--- src/rtl/core/atl_pkg.sv ---
// Shared widths, types and the arctangent table for the tilt-angle core.
package atl_pkg;

  localparam int AXIS_W            = 16;
  localparam int TILT_W            = 15;
  localparam int NLANE             = 3;
  localparam int IN_DATA_W         = 48;
  localparam int OUT_DATA_W        = 48;
  localparam int CORDIC_STAGES_DEF = 16;
  localparam int ATAN_ENTRIES      = 24;

  // squares, sums and the digit-by-digit square root
  localparam int SQ_W   = 31;
  localparam int SUM_W  = 32;
  localparam int ROOT_W = 28;
  localparam int REM_W  = 30;
  localparam int WORK_W = REM_W + 2;

  // CORDIC datapath
  localparam int AXIS_SHIFT  = 12;
  localparam int CV_W        = 32;
  localparam int ACC_W       = 32;
  localparam int ANGLE_SHIFT = 16;
  localparam int ANGLE_HALF  = 32768;
  localparam int ANGLE_LIMIT = 9000;

  // atan(2^-i) in hundredths of a degree, Q16
  localparam logic [ACC_W-1:0] ATAN_TAB [ATAN_ENTRIES] = '{
    32'd294912000, 32'd174096719, 32'd91987925, 32'd46694507, 32'd23437865,
    32'd11730358,  32'd5866610,   32'd2933484,  32'd1466764,  32'd733385,
    32'd366693,    32'd183346,    32'd91673,    32'd45837,    32'd22918,
    32'd11459,     32'd5730,      32'd2865,     32'd1432,     32'd716,
    32'd358,       32'd179,       32'd90,       32'd45
  };

  typedef struct packed {
    logic [REM_W-1:0]  rem;
    logic [ROOT_W-1:0] root;
    logic [SUM_W-1:0]  src;
  } sqrt_t;

  typedef struct packed {
    logic signed [CV_W-1:0]  xv;
    logic signed [CV_W-1:0]  yv;
    logic signed [ACC_W-1:0] acc;
  } cordic_t;

  typedef struct packed {
    logic signed [AXIS_W-1:0] x;
    logic signed [AXIS_W-1:0] y;
    logic signed [AXIS_W-1:0] z;
  } side_t;

endpackage

--- src/rtl/core/atl_sqrt_cell.sv ---
// One root bit of the pipelined integer square root.
module atl_sqrt_cell import atl_pkg::*; (
  input  logic  clk,
  input  logic  en,
  input  sqrt_t din,
  output sqrt_t dout
);

  sqrt_t dat_r, dat_nxt;
  logic [WORK_W-1:0] cur;
  logic [WORK_W-1:0] trial;

  always_comb begin
    // bring down the next two radicand bits; zeros follow once src is spent
    cur   = {din.rem, din.src[SUM_W-1 -: 2]};
    trial = {{(WORK_W-ROOT_W-2){1'b0}}, din.root, 2'b01};
    dat_nxt.src = {din.src[SUM_W-3:0], 2'b00};
    if (cur >= trial) begin
      dat_nxt.rem  = REM_W'(cur - trial);
      dat_nxt.root = {din.root[ROOT_W-2:0], 1'b1};
    end else begin
      dat_nxt.rem  = cur[REM_W-1:0];
      dat_nxt.root = {din.root[ROOT_W-2:0], 1'b0};
    end
  end

  always_ff @(posedge clk) begin
    if (en) begin
      dat_r <= dat_nxt;
    end
  end

  assign dout = dat_r;

endmodule

--- config.mk ---
export PLATFORM = sky130hd
export DESIGN_NAME = atl_sqrt_cell
export DESIGN_NICKNAME = d
export VERILOG_FILES = /design/src/rtl/core/atl_pkg.sv /design/src/rtl/core/atl_sqrt_cell.sv
export SDC_FILE = /design/constraint.sdc
export NUM_CORES = 1
export LEC_CHECK = 0
export BUFFER_PORTS_ARGS = -buffer_cell sky130_fd_sc_hd__buf_2
export CAP_MARGIN = 25
export CORE_UTILIZATION = 37
export DETAILED_ROUTE_END_ITERATION = 12
export SLEW_MARGIN = 0
export SYNTH_ARGS = -nofsm -noshare
export SYNTH_HDL_FRONTEND = slang
export SYNTH_SLANG_ARGS = --single-unit
--- constraint.sdc ---
create_clock -name clk -period 1.8 [get_ports clk]
set_input_delay 0 -clock clk [delete_from_list [all_inputs] [get_ports clk]]
set_output_delay 0 -clock clk [all_outputs]
set_load 0.1 [all_outputs]
==> flow_metrics.py <==
metrics = {
    "synthesis": {
        "yosysSeqAreaShare_pct": 52.7,
        "syn-cell-area_sq_um": 5010,
        "synth_cells": 462,
        "ys_ff_latch": 88,
        "synthFlopType": "edfxtp_1",
        "yosysWarnings": 0,
        "synth_edf_count": 88,
        "ys_async_sr_fraction_pct": 0,
        "ys_types": 63,
        "synth.avg_cell_area_sq_um": 10.8,
    },
    "hold_path": {
        "hold_path.class": "input port to register",
    },
    "floorplan": {
        "die_y_um": 118,
        "io_pins": 182,
        "dieArea_sq_um": 14000,
        "floorplan.core_area_sq_um": 13200,
        "chipWidth_um": 118,
        "initial_core_util_pct": 37.8,
        "fp-row-count": 42,
    },
    "finish": {
        "multiInputGateArea_sq_um": 2470,
        "fillCellCount": 1114,
        "instances_no_fill": 1000,
        "largest_reg_flops": 88,
        "diodes": 0,
        "regArea_sq_um": 2640,
        "stdcell_area_sq_um": 8370,
        "final_layout_size_suffix_gt1_share_pct": 45.1,
        "layout.nets": 941,
        "finish.utilization_pct": 63.2,
        "area_growth_pct": 66.9,
    },
    "global_route": {
        "grt_max_degree": 56,
        "overflow": 0,
        "antenna_found_initial": 0,
        "grt_pass1_wl_mm": 22.8,
        "grt_pass1_vias": 4775,
        "grtUsageTotal_pct": 20.5,
    },
    "timing": {
        "timing.final.crit_share_pct": 98.9,
        "max_freq_mhz": 562,
        "period_needed_ns": 1.78,
        "slew_viol_final": 0,
        "holdWs_ns": 0.0245,
        "setup_violations": 0,
        "hold_violations": 0,
        "grt_setup_unrepaired": "yes",
    },
    "clock_network": {
        "h-tree-depth": 3,
        "cts_tree": "done",
        "clock-sinks": 88,
        "clk_pin_slew_worst_paths_ns": 0.07,
        "clk_path_buf_depth": 2,
        "cts_inserted_buffers": 9,
        "cts_root_buf": "clkbuf_16",
    },
    "worst_setup_path": {
        "cpMaxStageDelayCell": "or3_1",
        "endpoint_kind": "register",
        "path_class": "input port to register",
        "cp.arrival_ns": 1.86,
        "critical_path_required_ns": 1.88,
        "start_kind": "input port",
        "slowest_delay_ns": 0.32,
        "crit_fanout": 14,
        "crit_family": "compound AO/OA/AOI/OAI gates",
        "path_buf_inv": 3,
        "cp_cell_sequence": "buf_2 -> ha_4 -> a21o_1 -> or3_1 -> o21ai_2 -> a21oi_4 -> o21ai_4 -> inv_4 -> buf_12 -> nand4_1 -> nand3_1",
    },
    "route": {
        "vias": 4848,
        "detail_route.vias_per_cell": 4.85,
        "finalWirelength_mm": 14.2,
        "wl_per_cell_um": 14.2,
        "drtIter0Drc": 292,
        "dr.pass1.iters": 5,
        "drc": 0,
        "postRouteAntennaNets": 0,
    },
    "placement": {
        "dp.cells": 908,
        "placed_cell_area_sq_um": 7130,
        "dp_hpwl_mm": 10.5,
        "place_congestion": 0.852,
        "portBuffers": 179,
    },
    "pwr": {
        "ir_worst_vdd_mv": 0.540,
        "p_leak_nw": 3.67,
        "p_per_area_nw_per_um2": 1030,
    },
    "outcome": {
        "run_status": "finished clean",
    },
    "flow_run": {
        "cap_violations": 0,
    },
}
[synthesized netlist by cell type, drive strengths merged (6+ instances only)]
master   n  area, sq um
inv     44          165
nor2    39          146
a21boi   6         48.8
nand2   33          124
o21ai   25          140
edfxtp  88         2640
a21oi   49          260
xor2     9         78.8
nor3    15         80.1
xnor2   12          105
a21o     9         67.6
ha      30          375
nand3    7         35.0
o211ai   6         50.1
a211oi   6         60.1
buf     13         91.3
[kinds of logic after synthesis]
logic type      after synthesis  share of synthesized area, %
other cells                   1                        0.0748
fa+ha+maj                    30                          7.49
flops                        88                          52.7
compound gates              130                          17.7
mux                           1                         0.200
simple gates                131                          12.8
xor+xnor                     21                          3.67
buf+inv                      60                          5.34
[worst paths after layout]
path              startpoint       end  slack (ns)  cells past startpoint
hold / removal       din[60]  dout[62]        0.02                      3
setup / recovery     din[65]  dout[81]        0.02                     11
[area by class of cell]
type | count | share of cell area [%]
clock inverter | 7 | 1.50
timing repair buffer | 361 | 29.9
clock buffer | 9 | 2.69
inverter | 44 | 2.12
tap | 176 | 2.63
multi-input combinational | 315 | 29.5
sequential | 88 | 31.6
[per-layer routing]
layer  global-route usage (%)  share of wire, %  wire length (um)  vias up
li1                         -                 -                 -     2415
met1                     25.8                44              6300     2239
met2                     35.3                49              6920      171
met3                     3.43               5.1               733       23
met4                     7.91               2.0               289        0
met5                        0                 0                 0        -
[report_power, final]
part / leakage (nW) / switching [mW] / internal (mW)
sequential: 0.862 / 0.0574 / 2.56
clock: 0.164 / 0.835 / 1.37
combinational: 2.65 / 2.67 / 1.10
[stage by stage]
stage	setup TNS, ns	power (mW)	setup slack [ns]
finish	0	8.59	0.0191
global route	-0.397	8.93	-0.0686
CTS	0	8.56	0.00931
detailed placement	-10.37	6.21	-0.416
global placement	-9.20	6.18	-0.386
floorplan	-0.325	5.31	-0.0407
[timing repair]
item | in CTS | in global routing
hold buffers | 67 | 0
buffers inserted | 2 | 7
setup endpoints to repair | 4 | 29
resized for setup | 3 | 30
pin swaps | 4 | 14
hold endpoints to repair | 74 | 0
cloned | 0 | 0
[cells in the final DEF (no fill, tap or decap), types with 9 or more instances in the layout]
cell           instances
nor3_1                11
inv_1                 39
ha_1                  10
o21ai_1               13
xnor2_1               12
a21o_1                 9
a21oi_1               41
xor2_1                 9
nand2_1               32
ha_4                  18
nor2_1                39
dlygate4sd3_1         67
buf_2                177
clkbuf_16              9
buf_4                111
edfxtp_1              88
No activity file was read; power rests on OpenSTA's default activity.
