$ cat src/rtl/core/atl_pkg.sv
// Shared widths, types and the arctangent table for the tilt-angle core.
package atl_pkg;

  localparam int AXIS_W            = 16;
  localparam int TILT_W            = 15;
  localparam int NLANE             = 3;
  localparam int IN_DATA_W         = 48;
  localparam int OUT_DATA_W        = 48;
  localparam int CORDIC_STAGES_DEF = 16;
  localparam int ATAN_ENTRIES      = 24;

  // squares, sums and the digit-by-digit square root
  localparam int SQ_W   = 31;
  localparam int SUM_W  = 32;
  localparam int ROOT_W = 28;
  localparam int REM_W  = 30;
  localparam int WORK_W = REM_W + 2;

  // CORDIC datapath
  localparam int AXIS_SHIFT  = 12;
  localparam int CV_W        = 32;
  localparam int ACC_W       = 32;
  localparam int ANGLE_SHIFT = 16;
  localparam int ANGLE_HALF  = 32768;
  localparam int ANGLE_LIMIT = 9000;

  // atan(2^-i) in hundredths of a degree, Q16
  localparam logic [ACC_W-1:0] ATAN_TAB [ATAN_ENTRIES] = '{
    32'd294912000, 32'd174096719, 32'd91987925, 32'd46694507, 32'd23437865,
    32'd11730358,  32'd5866610,   32'd2933484,  32'd1466764,  32'd733385,
    32'd366693,    32'd183346,    32'd91673,    32'd45837,    32'd22918,
    32'd11459,     32'd5730,      32'd2865,     32'd1432,     32'd716,
    32'd358,       32'd179,       32'd90,       32'd45
  };

  typedef struct packed {
    logic [REM_W-1:0]  rem;
    logic [ROOT_W-1:0] root;
    logic [SUM_W-1:0]  src;
  } sqrt_t;

  typedef struct packed {
    logic signed [CV_W-1:0]  xv;
    logic signed [CV_W-1:0]  yv;
    logic signed [ACC_W-1:0] acc;
  } cordic_t;

  typedef struct packed {
    logic signed [AXIS_W-1:0] x;
    logic signed [AXIS_W-1:0] y;
    logic signed [AXIS_W-1:0] z;
  } side_t;

endpackage

$ cat src/rtl/core/atl_cordic_cell.sv
// One vectoring CORDIC micro-rotation with its angle step.
module atl_cordic_cell import atl_pkg::*; #(
  parameter int STAGE = 0
) (
  input  logic    clk,
  input  logic    en,
  input  cordic_t din,
  output cordic_t dout
);

  localparam logic signed [ACC_W-1:0] ANG = signed'(ATAN_TAB[STAGE]);

  cordic_t dat_r, dat_nxt;
  logic signed [CV_W-1:0] xv, yv, dx, dy;
  logic signed [ACC_W-1:0] acc;

  always_comb begin
    xv  = din.xv;
    yv  = din.yv;
    acc = din.acc;
    // arithmetic shifts round toward minus infinity
    dx  = yv >>> STAGE;
    dy  = xv >>> STAGE;
    if (!yv[CV_W-1]) begin
      dat_nxt.xv  = xv + dx;
      dat_nxt.yv  = yv - dy;
      dat_nxt.acc = acc + ANG;
    end else begin
      dat_nxt.xv  = xv - dx;
      dat_nxt.yv  = yv + dy;
      dat_nxt.acc = acc - ANG;
    end
  end

  always_ff @(posedge clk) begin
    if (en) begin
      dat_r <= dat_nxt;
    end
  end

  assign dout = dat_r;

endmodule

$ cat config.mk
export PLATFORM = sky130hd
export DESIGN_NAME = atl_cordic_cell
export DESIGN_NICKNAME = d
export VERILOG_FILES = /design/src/rtl/core/atl_pkg.sv /design/src/rtl/core/atl_cordic_cell.sv
export SDC_FILE = /design/constraint.sdc
export NUM_CORES = 1
export LEC_CHECK = 0
export BUFFER_PORTS_ARGS = -buffer_cell sky130_fd_sc_hd__buf_2
export CAP_MARGIN = 30
export CORE_MARGIN = 1
export CORE_UTILIZATION = 56
export DETAILED_ROUTE_END_ITERATION = 8
export GPL_TIMING_DRIVEN = 0
export PLACE_DENSITY = 0.81
export SLEW_MARGIN = 5
export SYNTH_ARGS = -nofsm -noshare
export SYNTH_HDL_FRONTEND = slang
export SYNTH_SLANG_ARGS = --single-unit
export TNS_END_PERCENT = 10
$ cat constraint.sdc
create_clock -name clk -period 4.5 [get_ports clk]
set_input_delay 0.675 -clock clk [delete_from_list [all_inputs] [get_ports clk]]
set_output_delay 0.675 -clock clk [all_outputs]
set_load 0.02 [all_outputs]
==> results of run 1 <==
what timing repair did:
action / CTS / global route
endpoints found under the setup margin: 1 / 0
hold endpoints to repair: 0 / 0
resized for setup: 1 / 0
buffers inserted: 0 / 0
per-layer routing:
layer | up-vias | part of all wire (%) | wire length, µm | GRT usage (%)
li1 | 3869 | - | - | -
met1 | 3853 | 43 | 11000 | 44.1
met2 | 499 | 44 | 11300 | 50.3
met3 | 62 | 10 | 2670 | 6.16
met4 | 0 | 3.1 | 806 | 11.7
met5 | - | 0 | 0 | 0
power groups by stage:
stage          Sequential [µW]  Combinational [µW]  Clock [µW]
2_1_floorplan             1380                 659           0
3_3_place_gp              1200                1240           0
3_5_place_dp              1210                1260           0
4_1_cts                   1190                1260         703
5_1_grt                   1200                1380         738
6_report                  1190                1290         695
metrics by stage:
stage / cells / hold WS (ps)
after floorplan: 965 / 774
after global placement: 1346 / 851
after detailed placement: 1347 / 854
after CTS: 1362 / 498
after global routing: 1362 / 499
final: 1362 / 508
area by class of cell:
cell class,instances,share of cell area [%]
repair buffers,194,9.73
clock inverters,6,0.367
clock buffers,9,2.20
flip-flops and latches,95,27.9
multi-input cells,724,51.8
well taps,188,2.30
inverters,107,3.92
plain buffers,39,1.80
cells in the mapped netlist (all sizes together) (8+ instances only):
library cell,count
a21oi,109
nor2,85
edfxtp,95
o21ai,58
buf,23
inv,106
a21o,23
clkbuf,16
o31ai,10
xnor2,60
nand2,37
nand3,12
ha,115
xor2,12
nor4,8
nor3,20
o21bai,21
a31oi,10
nand4,8
nor2b,10
mux2i,13
a211oi,19
cells by family (layout without fill, tap and decap cells):
| kind of cell | count (synthesis) | count (layout) | synth area share, % |
|---|---|---|---|
| AO/OA/AOI/OAI | 312 | 312 | 23.4 |
| AND/OR/NAND/NOR | 208 | 208 | 11.2 |
| buffers and inverters | 146 | 355 | 6.69 |
| adder cells (fa/ha/maj) | 119 | 119 | 17.4 |
| flip-flops | 95 | 95 | 32.6 |
| XOR/XNOR | 72 | 72 | 7.22 |
| multiplexers | 13 | 13 | 1.49 |
path summary, 6_finish.rpt:
kind	to	depth (start not counted)
min	dout[1]	1
max	dout[30]	14
placed cells by master (no fill, tap or decap), types with 12 or more instances in the layout:
cell	count
sky130_fd_sc_hd__a211oi_1	17
sky130_fd_sc_hd__a21o_1	23
sky130_fd_sc_hd__a21oi_1	109
sky130_fd_sc_hd__buf_2	203
sky130_fd_sc_hd__clkbuf_1	15
sky130_fd_sc_hd__edfxtp_1	95
sky130_fd_sc_hd__ha_1	115
sky130_fd_sc_hd__inv_1	96
sky130_fd_sc_hd__mux2i_1	13
sky130_fd_sc_hd__nand2_1	37
sky130_fd_sc_hd__nand3_1	12
sky130_fd_sc_hd__nor2_1	85
sky130_fd_sc_hd__nor3_1	19
sky130_fd_sc_hd__o21ai_0	45
sky130_fd_sc_hd__o21ai_1	12
sky130_fd_sc_hd__o21bai_1	21
sky130_fd_sc_hd__xnor2_1	60
sky130_fd_sc_hd__xor2_1	12
==> results.md, run 1 <==
- **status** finished clean
- **Fillers** 1311
- **worst setup margin** 295 ps
- **die footprint** 16100 µm²
- **count of clock tree sinks** 95
- **minimum clock period after layout** 4210 ps
- **maximum number of pins on one net before global-route repair** 54
- **final-report hold violation count** 0
- **nets** 1387
- **relative max-transition margin** 32.3%
- **core area** 15200 µm²
- **Critical path origin** din[63]
- **post-layout instance area** 10200 µm²
- **Finished Core Util** 67.3%
- **synthesized netlist cell count** 965
- **final setup TNS** 0 ps
- **most used cell, CP** sky130_fd_sc_hd__o21ai_1
- **overall track demand over capacity in global routing** 32.1%
- **share of total power in the clock network** 21.9%
- **share of synthesized area occupied by flip-flops and latches** 32.6%
- **portion of total power attributed to combinational logic** 40.6%
- **antenna viol nets, final** 0
- **maximum fanout along the worst path** 14
- **detailed-router iteration count before antenna repair** 5
- **CTS buffer count** 9
- **Die H** 127 µm
- **Cell Rows** 45
- **data arrival time at the worst-slack endpoint** 4270 ps
- **sequential power share** 37.4%
- **type of origin of the critical path** input port
- **Synth Flop Type** sky130_fd_sc_hd__edfxtp_1
- **highest cell delay on the worst timing path** 530 ps
- **Post-synth EDFFs** 95
- **total wire length after detailed routing** 25700 µm
- **Die W** 127 µm
- **# H-tree levels** 3
- **synthesis-to-finish area growth** 17.1%
- **Iteration-0 DRC Markers** 1011
- **switching component of the power** 1190 µW
- **Avg Synthesized Cell Area** 9.06 µm²
- **max FFs per register** 95
- **wire length of the first global-routing pass** 39900 µm
- **detail-routed via count per cell** 6.08
- **switching part of the total power** 37.6%
- **weighted congestion reported at the end of routability-driven placement** 0.983
- **remaining routing DRC violations** 0
- **global-route congestion overflow total** 0
- **cells taking the most area after synthesis** sky130_fd_sc_hd__edfxtp_1 (33%), sky130_fd_sc_hd__ha_1 (16%), sky130_fd_sc_hd__a21oi_1 (6.2%), sky130_fd_sc_hd__xnor2_1 (6.0%), sky130_fd_sc_hd__inv_1 (4.1%)
- **Largest delay share family, worst path** buffers and inverters
- **sequence of cells on the critical path** buf_2, inv_1, clkbuf_1, clkbuf_2, ha_1, nor2b_1, o21ai_1, a21boi_0, o21ai_1, nand2b_1, a21o_1, a41o_1, o41ai_1, xnor2_1
- **number of I/O pins** 194
- **internal portion of total power** 1980 µW
- **number of maximum-capacitance constraint violations** 0
- **Worst Hold Launch** din[1]
- **share of the synthesized area in the top cell type** 32.6%
- **CP max-delay cell** sky130_fd_sc_hd__clkbuf_1
- **type of the worst setup path** in -> reg
- **Net Count, Synth** 1182
- **power after layout** 3170 µW
- **synthesis warning total** 0
- **worst min path class** in -> reg
- **fmax** 0.238 GHz
- **area after detailed placement** 9970 µm²
- **Worst Max-Slew Pin Slew** 1020 ps
- **critical path capture point type** flop
- **largest area contributor in the netlist** sky130_fd_sc_hd__edfxtp_1
- **worst vdd ir** 0.214 mV
- **post-placement setup slack** -250 ps
- **count of distinct cell types in the synthesized netlist** 73
- **HPWL Detailed** 20500 µm
- **FF/Latch Area** 2850 µm²
- **wire length per cell** 18.9 µm
- **detailed-route via count** 8283
- **effective utilization at floorplan** 57.5%
- **fraction of layout cells with a size suffix above 1** 21.5%
- **quantity of I/O buffers inserted on ports** 193
- **via count of the first global-routing pass** 7654
- **asr flop ratio synth** 0%
- **multi-input logic area** 5300 µm²
- **clock slew seen by the registers of the worst setup and hold paths** 70 ps
- **Pins Over Slew Limit** 0
- **CTS tree** yes
- **post-synthesis cell area** 8740 µm²
- **unrepaired setup endpoints after global routing** no
- **cts hold-fix bufs** 0
- **number of diodes** 0
- **Data required, critical path** 4570 ps
- **cell chosen for the clock root** sky130_fd_sc_hd__clkbuf_16
- **Setup-failing EPs final** 0
- **Max Buffers Root-to-Sink** 2
- **initial antenna violation count** 0
- **crit path buf inv count** 4
- **Lkg Pwr** 0.00472 µW
- **Cell Pwr Density** 310 nW/µm²
- **final clock period utilization by the worst path** 93.5%
- **synthesis-stage register bit count** 95
Power figures use the tool's default switching activity.
==> run 2, diff against run 1 <==
- BUFFER_PORTS_ARGS: -buffer_cell sky130_fd_sc_hd__buf_2 -> -buffer_cell sky130_fd_sc_hd__buf_4
- TNS_END_PERCENT: 10 -> unset
==> run 2 against run 1 <==
  * Combinational power rose by 8%
  * Die area did not move
  * Global-route usage rose by 1.6 points
  * Maximum frequency rose by 3.0%
  * Wire length rose by 4.2%
==> results.md, run 2 (synthesized netlist as in run 1, its figures left out) <==
- **initial antenna violation count** 0, unchanged
- **leading cell types in the layout, fill and taps excluded** sky130_fd_sc_hd__buf_4 (195), sky130_fd_sc_hd__ha_1 (115), sky130_fd_sc_hd__a21oi_1 (109), was sky130_fd_sc_hd__buf_2 (203), sky130_fd_sc_hd__ha_1 (115), sky130_fd_sc_hd__a21oi_1 (109)
- **CP max-delay cell** sky130_fd_sc_hd__clkbuf_2, was sky130_fd_sc_hd__clkbuf_1
- **Data required, critical path** 4590 ps, was 4570 ps
- **number of logic stages on the critical path including buffering** 14, unchanged
- **Cell Pwr Density** 317 nW/µm², was 310 nW/µm²
- **CTS tree** yes, unchanged
- **number of placed instances, taps included** 1347, unchanged
- **effective utilization at floorplan** 57.5%, unchanged
- **Setup-failing EPs final** 0, unchanged
- **postcts setup bufs** 0, unchanged
- **Cell Rows** 45, unchanged
- **Worst Hold Launch** din[3], was din[1]
- **count of clock tree sinks** 95, unchanged
- **relative max-transition margin** 32.2%, was 32.3%
- **most used cell, CP** sky130_fd_sc_hd__o21ai_1, unchanged
- **end point of the critical path** dout[30], unchanged
- **Lkg Pwr** 0.00491 µW, was 0.00472 µW
- **overall track demand over capacity in global routing** 33.6%, was 32.1%
- **Hold Worst Slack** 496 ps, was 508 ps
- **final clock period utilization by the worst path** 90.7%, was 93.5%
- **remaining routing DRC violations** 0, unchanged
- **Max Buffers Root-to-Sink** 2, unchanged
- **antenna viol nets, final** 0, unchanged
- **wire length of the first global-routing pass** 41300 µm, was 39900 µm
- **total wire length after detailed routing** 26800 µm, was 25700 µm
- **number of diodes** 0, unchanged
- **worst vdd ir** 0.242 mV, was 0.214 mV
- **final setup TNS** 0 ps, unchanged
- **number of maximum-capacitance constraint violations** 0, unchanged
- **Pins Over Slew Limit** 0, unchanged
- **via count of the first global-routing pass** 7697, was 7654
- **Die H** 127 µm, unchanged
- **post-cts gate resize count** 0, was 1
- **die footprint** 16100 µm², unchanged
- **maximum fanout along the worst path** 14, unchanged
- **Die W** 127 µm, unchanged
- **max FFs per register** 95, unchanged
- **detailed-router iteration count before antenna repair** 6, was 5
- **maximum number of pins on one net before global-route repair** 51, was 54
- **# H-tree levels** 3, unchanged
- **worst min path class** in -> reg, unchanged
- **detail-routed via count per cell** 6.06, was 6.08
- **global-route congestion overflow total** 0, unchanged
- **core area** 15200 µm², unchanged
- **CTS buffer count** 9, unchanged
- **minimum clock period after layout** 4080 ps, was 4210 ps
- **status** finished clean, unchanged
- **final-report hold violation count** 0, unchanged
- **clock slew seen by the registers of the worst setup and hold paths** 70 ps, about the same
- **Largest delay share family, worst path** buffers and inverters, unchanged
- **cts hold-fix bufs** 0, unchanged
- **nets** 1387, unchanged
- **detailed-route via count** 8265, was 8283
- **number of I/O pins** 194, unchanged
- **highest cell delay on the worst timing path** 540 ps, was 530 ps
- **crit path buf inv count** 4, unchanged
- **Iteration-0 DRC Markers** 1085, was 1011
- **type of origin of the critical path** input port, unchanged
- **unrepaired setup endpoints after global routing** no, unchanged
- **data arrival time at the worst-slack endpoint** 4180 ps, was 4270 ps
- **quantity of I/O buffers inserted on ports** 193, unchanged
- **type of the worst setup path** in -> reg, unchanged
- **weighted congestion reported at the end of routability-driven placement** 0.991, was 0.983
- **final standard cell count with taps included and fillers excluded** 1363, was 1362
- **Critical path origin** din[63], unchanged
- **fmax** 0.245 GHz, was 0.238 GHz
- **Worst Max-Slew Pin Slew** 1020 ps, about the same
- **sequence of cells on the critical path** buf_4, inv_1, clkbuf_1, clkbuf_2, ha_1, nor2b_1, o21ai_1, a21boi_0, o21ai_1, nand2b_1, a21o_1, a41o_1, o41ai_1, xnor2_1, was buf_2, inv_1, clkbuf_1, clkbuf_2, ha_1, nor2b_1, o21ai_1, a21boi_0, o21ai_1, nand2b_1, a21o_1, a41o_1, o41ai_1, xnor2_1
- **wire length per cell** 19.7 µm, was 18.9 µm
- **cell chosen for the clock root** sky130_fd_sc_hd__clkbuf_16, unchanged
- **HPWL Detailed** 21400 µm, was 20500 µm
- **most common cell after layout, fill and taps aside** sky130_fd_sc_hd__buf_4, was sky130_fd_sc_hd__buf_2
- **critical path capture point type** flop, unchanged
- **synthesis-to-finish area growth** 23.3%, was 17.1%
- **fraction of layout cells with a size suffix above 1** 21.4%, was 21.5%
==> run 2: changes by cell type in the layout (fill, tap and decap cells not counted), sizes merged <==
cell / change
inv: +1
bufinv: +2
clkinv: -3
clkbuf: +1
==> run 2: worst min path at each step <==
stage               end  cells after the start
6_report        dout[3]                      1
5_1_grt        dout[13]                      1
2_1_floorplan   dout[0]                      0
4_1_cts        dout[16]                      1
3_3_place_gp   dout[10]                      1
3_5_place_dp   dout[16]                      1
==> run 2: cell type report <==
cell class | instances | area [µm²]
multi-input combinational | 724 | 5300
fill | 1234 | 4430
sequential | 95 | 2850
timing repair buffer | 194 | 1480
inverter | 107 | 402
tap | 188 | 235
clock buffer | 10 | 229
buffer | 39 | 184
clock inverter | 6 | 91.3
==> run 2: through the flow <==
step	total power (µW)	area (µm²)	utilization [%]	setup slack (ps)
2_1_floorplan	2040	8740	-	1110
3_3_place_gp	2550	10400	68.6	-192
3_5_place_dp	2580	10500	68.7	-261
4_1_cts	3410	10800	70.9	72.8
5_1_grt	3570	10800	70.9	149
6_report	3420	10800	70.9	417
==> run 2: metal layers <==
layer  GRT usage, %  wire length, µm  vias up
met1           45.3            11200     3837
met3           6.03             2680       72
met5              0                0        -
met4           14.0              976        0
li1               -                -     3867
met2           53.4            12000      489
==> run 2: power by group <==
| part | internal (µW) | switching [µW] | leakage [µW] | total [µW] |
|---|---|---|---|---|
| sequential | 1150 | 43.1 | 0.000930 | 1200 |
| combinational | 548 | 844 | 0.00382 | 1390 |
| clock | 491 | 339 | 0.000157 | 830 |
| total | 2190 | 1230 | 0.00491 | 3420 |
